[src/rtl/ppfl_pkg.sv]
// ppfl_pkg: shared types and constants of the per-cpu page free list allocator
// no dependencies; compiled before every other file of the block
package ppfl_pkg;

    // page geometry
    localparam int unsigned PAGE_SHIFT = 12;
    localparam int unsigned PG_W       = 32 - PAGE_SHIFT;  // page number bits
    localparam int unsigned BP_W       = PG_W + 1;         // rounded-up base page bits
    localparam int unsigned DIFF_W     = BP_W + 1;         // signed page offset bits

    // opcode of a request
    localparam logic OP_FREE = 1'b1;

    // result status codes
    localparam logic [1:0] ST_OK  = 2'd0;
    localparam logic [1:0] ST_OOM = 2'd1;
    localparam logic [1:0] ST_BAD = 2'd2;

    // register indexes (byte address bit 2)
    localparam logic REG_LOW  = 1'b0;
    localparam logic REG_HIGH = 1'b1;

    // register reset values
    localparam logic [31:0] LOW_RESET  = 32'h8000_0000;
    localparam logic [31:0] HIGH_RESET = 32'h8800_0000;
    localparam logic [32:0] LOW_RND    = 33'(LOW_RESET) + 33'((1 << PAGE_SHIFT) - 1);
    localparam logic [BP_W-1:0] BP_RESET = LOW_RND[32:PAGE_SHIFT];

    // controller states
    typedef enum logic [2:0] {
        S_IDLE,
        S_FREE,
        S_HEAD,
        S_LINK,
        S_DONE
    } t_state;

    // commands from controller to datapath
    typedef struct packed {
        logic load_req;     // capture request, start scan at requester
        logic free_commit;  // check free address and push
        logic head_read;    // read link of current head
        logic scan_next;    // move to next cpu list
        logic oom;          // record out of memory
        logic pop_commit;   // unlink head, record page
        logic out_load;     // move result into output register
    } t_ctrl_cmd;

    // status from datapath to controller
    typedef struct packed {
        logic head_valid;   // current list is nonempty
        logic scan_last;    // all other lists tried
        logic out_free;     // output register can take a result
    } t_dp_status;

endpackage

[src/rtl/ppfl_ctrl.sv]
// ppfl_ctrl: request sequencer of the page allocator
// depends on ppfl_pkg for state, command and status types
module ppfl_ctrl (
    input  logic                   i_clk,
    input  logic                   i_rst_n,
    input  logic                   i_in_valid,
    input  logic                   i_in_free,
    input  ppfl_pkg::t_dp_status   i_sts,
    output logic                   o_in_ready,
    output ppfl_pkg::t_ctrl_cmd    o_cmd
);

    ppfl_pkg::t_state r_state;
    ppfl_pkg::t_state n_state;

    // state register
    always_ff @(posedge i_clk) begin
        if (!i_rst_n) begin
            r_state <= ppfl_pkg::S_IDLE;
        end else begin
            r_state <= n_state;
        end
    end

    // next state and commands
    always_comb begin
        n_state    = r_state;
        o_in_ready = 1'b0;
        o_cmd      = '0;
        case (r_state)
            ppfl_pkg::S_IDLE: begin
                o_in_ready = 1'b1;
                if (i_in_valid) begin
                    o_cmd.load_req = 1'b1;
                    n_state = i_in_free ? ppfl_pkg::S_FREE : ppfl_pkg::S_HEAD;
                end
            end
            ppfl_pkg::S_FREE: begin
                o_cmd.free_commit = 1'b1;
                n_state = ppfl_pkg::S_DONE;
            end
            ppfl_pkg::S_HEAD: begin
                if (i_sts.head_valid) begin
                    o_cmd.head_read = 1'b1;
                    n_state = ppfl_pkg::S_LINK;
                end else if (i_sts.scan_last) begin
                    o_cmd.oom = 1'b1;
                    n_state = ppfl_pkg::S_DONE;
                end else begin
                    o_cmd.scan_next = 1'b1;
                end
            end
            ppfl_pkg::S_LINK: begin
                o_cmd.pop_commit = 1'b1;
                n_state = ppfl_pkg::S_DONE;
            end
            ppfl_pkg::S_DONE: begin
                if (i_sts.out_free) begin
                    o_cmd.out_load = 1'b1;
                    n_state = ppfl_pkg::S_IDLE;
                end
            end
            default: begin
                n_state = ppfl_pkg::S_IDLE;
            end
        endcase
    end

endmodule

[config.mk]
export PLATFORM = sky130hd
export DESIGN_NAME = ppfl_ctrl
export DESIGN_NICKNAME = d
export VERILOG_FILES = /design/src/rtl/ppfl_pkg.sv /design/src/rtl/ppfl_ctrl.sv
export SDC_FILE = /design/constraint.sdc
export NUM_CORES = 1
export LEC_CHECK = 0
export ABC_AREA = 1
export CORE_AREA = 10 10 47 49
export CTS_CLUSTER_SIZE = 16
export DETAILED_ROUTE_END_ITERATION = 10
export DIE_AREA = 0 0 57 59
export DONT_BUFFER_PORTS = 1
export HOLD_SLACK_MARGIN = 0.05
export PLACE_DENSITY = 0.34
export SYNTH_ARGS = -nofsm -noshare
export SYNTH_HDL_FRONTEND = slang
export SYNTH_SLANG_ARGS = --single-unit
[constraint.sdc]
create_clock -name i_clk -period 1.93 [get_ports i_clk]
set_input_delay 0.2895 -clock i_clk [delete_from_list [all_inputs] [get_ports i_clk]]
set_output_delay 0.2895 -clock i_clk [all_outputs]
set_load 0.02 [all_outputs]
Yosys cells after proc, flatten, opt, wreduce, memory -nomap -nowiden

Index checks and enable logic that the tools add are counted.

Eq/ne operators: 7
Muxes and demuxes: 18
Reductions and logical operators: 3

Operators by type and width:

| kind                 | number |
|---|---|
| $mux W3              | 5 |
| $pmux W3 S4          | 1 |
| $mux W1              | 10 |
| $eq A3 B2 Y1 const B | 2 |
| $mux W2              | 2 |
| $ne A2 B2 Y1 const B | 2 |
| $eq A3 B1 Y1 const B | 1 |
| $eq A3 B3 Y1 const B | 1 |
| $logic_not A3 Y1     | 1 |
| $ne A3 B3 Y1 const B | 1 |
| $reduce_and A3 Y1    | 1 |
| $reduce_or A2 Y1     | 1 |

Register bits after elaboration: 3
Output and inout bits: 8
Word-level logic and storage cells: 29

Longest topological paths before layout

Depth in word-level cells: 3
Gate-level depth with buffers: 7

Worst setup path before layout

Ideal clock, no wire load.

Path kind: register to output
Start point: register r_state[1]
End point: output o_cmd[2] (netlist bit)
Data arrival time: 1.100 ns
Path slack: 0.541 ns
Cell stages (with the launch flop): 3
Path buffers: 0
Cell sequence: dfxtp_1 inv_2 nor4_1

RTL lines:

| item                   | RTL line        | RTL |
|---|---|---|
| from (decl)            | ppfl_ctrl.sv:13 | `ppfl_pkg::t_state r_state;` |
| from (signal assigned) | ppfl_ctrl.sv:19 | `r_state <= ppfl_pkg::S_IDLE;` |
| from (signal assigned) | ppfl_ctrl.sv:21 | `r_state <= n_state;` |
| to (decl)              | ppfl_ctrl.sv:10 | `output ppfl_pkg::t_ctrl_cmd o_cmd` |

==> out/metrics.yaml <==
outcome: "complete, no violations"
avgSynthCellArea_um2: 5.94
cts.clk_slew.worst_paths_ps: 40
max_slew_margin_pct: 72.2
largest_reg_flops: 3
synthCells: 44
power_frac_seq_pct: 21.3
highest_layer: "met4"
ys_types: 13
worst_pin_slew_ps: 416
gp_congestion: 0.670
dpl_cell_area_um2: 289
max-cap-violations: 0
overflow: 0
drive_gt1_share_pct: 30.6
gr-usage-all-layers_pct: 4.78
clk_path_buf_depth: 2
num-nets-final: 57
final_cell_mix: "inv_1, nor2_1, nand2_1"
worstPathArrival_ps: 1220
hold_path.class: "input port to flop"
post_drt_wl_per_cell_um: 11.1
synthTopCellsByArea: "dfxtp_1, inv_1, nand3_2"
dieArea_um2: 3360
skew_ps: 1.91
worst_ir_drop_vdd_uv: 398
grt_pass1_vias: 279
via_count: 285
p_switching_uw: 302
synth.largest_area_cell: "dfxtp_1"
fin_util_pct: 22.5
numCtsBuffers: 3
fin_crit_ps: 1510
p_leak_uw: 0.000172
cts_tree: "built"
critPathRequiredTime_ps: 1640
setup_tns_ps: 0
finalSetupViolCount: 0
p_sw_share_pct: 54.3
rows: 14
antenna_found_initial: 0
r2r_setup_slack_ps: 780
grt_pass1_wl_um: 1200
timing.fmax_mhz: 660
cts_setup_buffers: 0
power.density_nw_per_um2: 1760
postLayoutCellArea_um2: 315
mostFrequentLayoutCell: "inv_1"
dr_wl_met2_um: 347
syn_nets: 51
p_int_uw: 254
grt_max_degree: 7
htree_num_levels: 1
core_area_um2: 1400
hold_viol: 0
p_comb_share_pct: 58.5
ctsHoldBuffers: 0
slew_viol_final: 0
rsz0062_at_grt: "no"
pin_count: 15
fin_crit_sh_pct: 78.4
timing.hold.ws_ps: 171
drt-pass1-iter-count: 4
critPathMaxFanout: 4
first_iter_violations: 5
cts_num_sinks: 3
clkPwrFrac_pct: 20.2
yosysWarnings: 0
ys_seq_elements: 3
drc: 0
met3WireLength_um: 93
route.antenna.remaining_nets: 0
cts_root_buffer: "clkbuf_4"
syn2layout_area_growth_pct: 20.6
synth_area_um2: 262
die_w_um: 57
stdcell_count: 65
clkLatencyLatePin_ps: 240
die_h_um: 59
initial_core_util_pct: 18.7
yosysSeqAreaShare_pct: 23.0
wl_um: 724
dp.cells: 61
cts_resized: 0
wl_met1_um: 264
cp-start-kind: "flop"
dp_hpwl_um: 635
synth_top_area_share_pct: 23.0
largest-register: "r_state"
path_class: "flop to primary output"
diodes: 0
reg_top3: "r_state (3)"
endpoint_kind: "primary output"
io_buffers: 0
via_per_inst: 4.38
-- area by class of cell --
class | instances | area (um2)
clock buffer | 4 | 26.3
fill | 172 | 1090
inverter | 12 | 45.0
multi-input combinational | 29 | 156
sequential | 3 | 60.1
tap | 16 | 20.0
timing repair buffer | 1 | 7.51
-- power by group through the flow --
stage                     logic [uW]  registers, uW  clock network, uW
after floorplan                  284            113                  0
after global placement           338            120                  0
after detailed placement         330            119                  0
after CTS                        332            119                116
after global routing             373            122                122
final                            325            119                112
-- metrics by stage --
step	total power, uW	setup slack [ps]
floorplan	397	541
global placement	458	600
detailed placement	450	645
CTS	567	398
global route	617	327
finish	556	416
-- synthesized netlist by cell type (all sizes together) --
master  count
nor2       11
nand2       8
a21oi       1
dfxtp       3
nor4        1
o21ai       1
nand3       6
a31oi       1
inv        12
-- layer usage --
metal,vias up,GRT usage [%]
met3,2,3.86
met4,0,4.03
li1,142,-
met2,14,6.82
met5,-,0
met1,127,4.36
-- critical path: stages, from the launching register on --
cell and delay (ps):
dfxtp_1 360, inv_1 100, nor2_1 130, inv_1 60, nor2_1 330
-- path summary, 6_finish.rpt --
kind | from | to | depth (start not counted)
hold reg to reg | r_state[1] | r_state[1] | 4
setup / recovery | r_state[0] | o_cmd[5] | 4
setup reg to reg | r_state[1] | r_state[0] | 7
hold / removal | i_rst_n | r_state[1] | 2
-- cell families after synthesis --
group	share of synthesized area, %
simple gates	50.7
buf+inv	17.2
flops	23.0
compound gates	9.09
No activity file was read; power rests on OpenSTA's default activity.
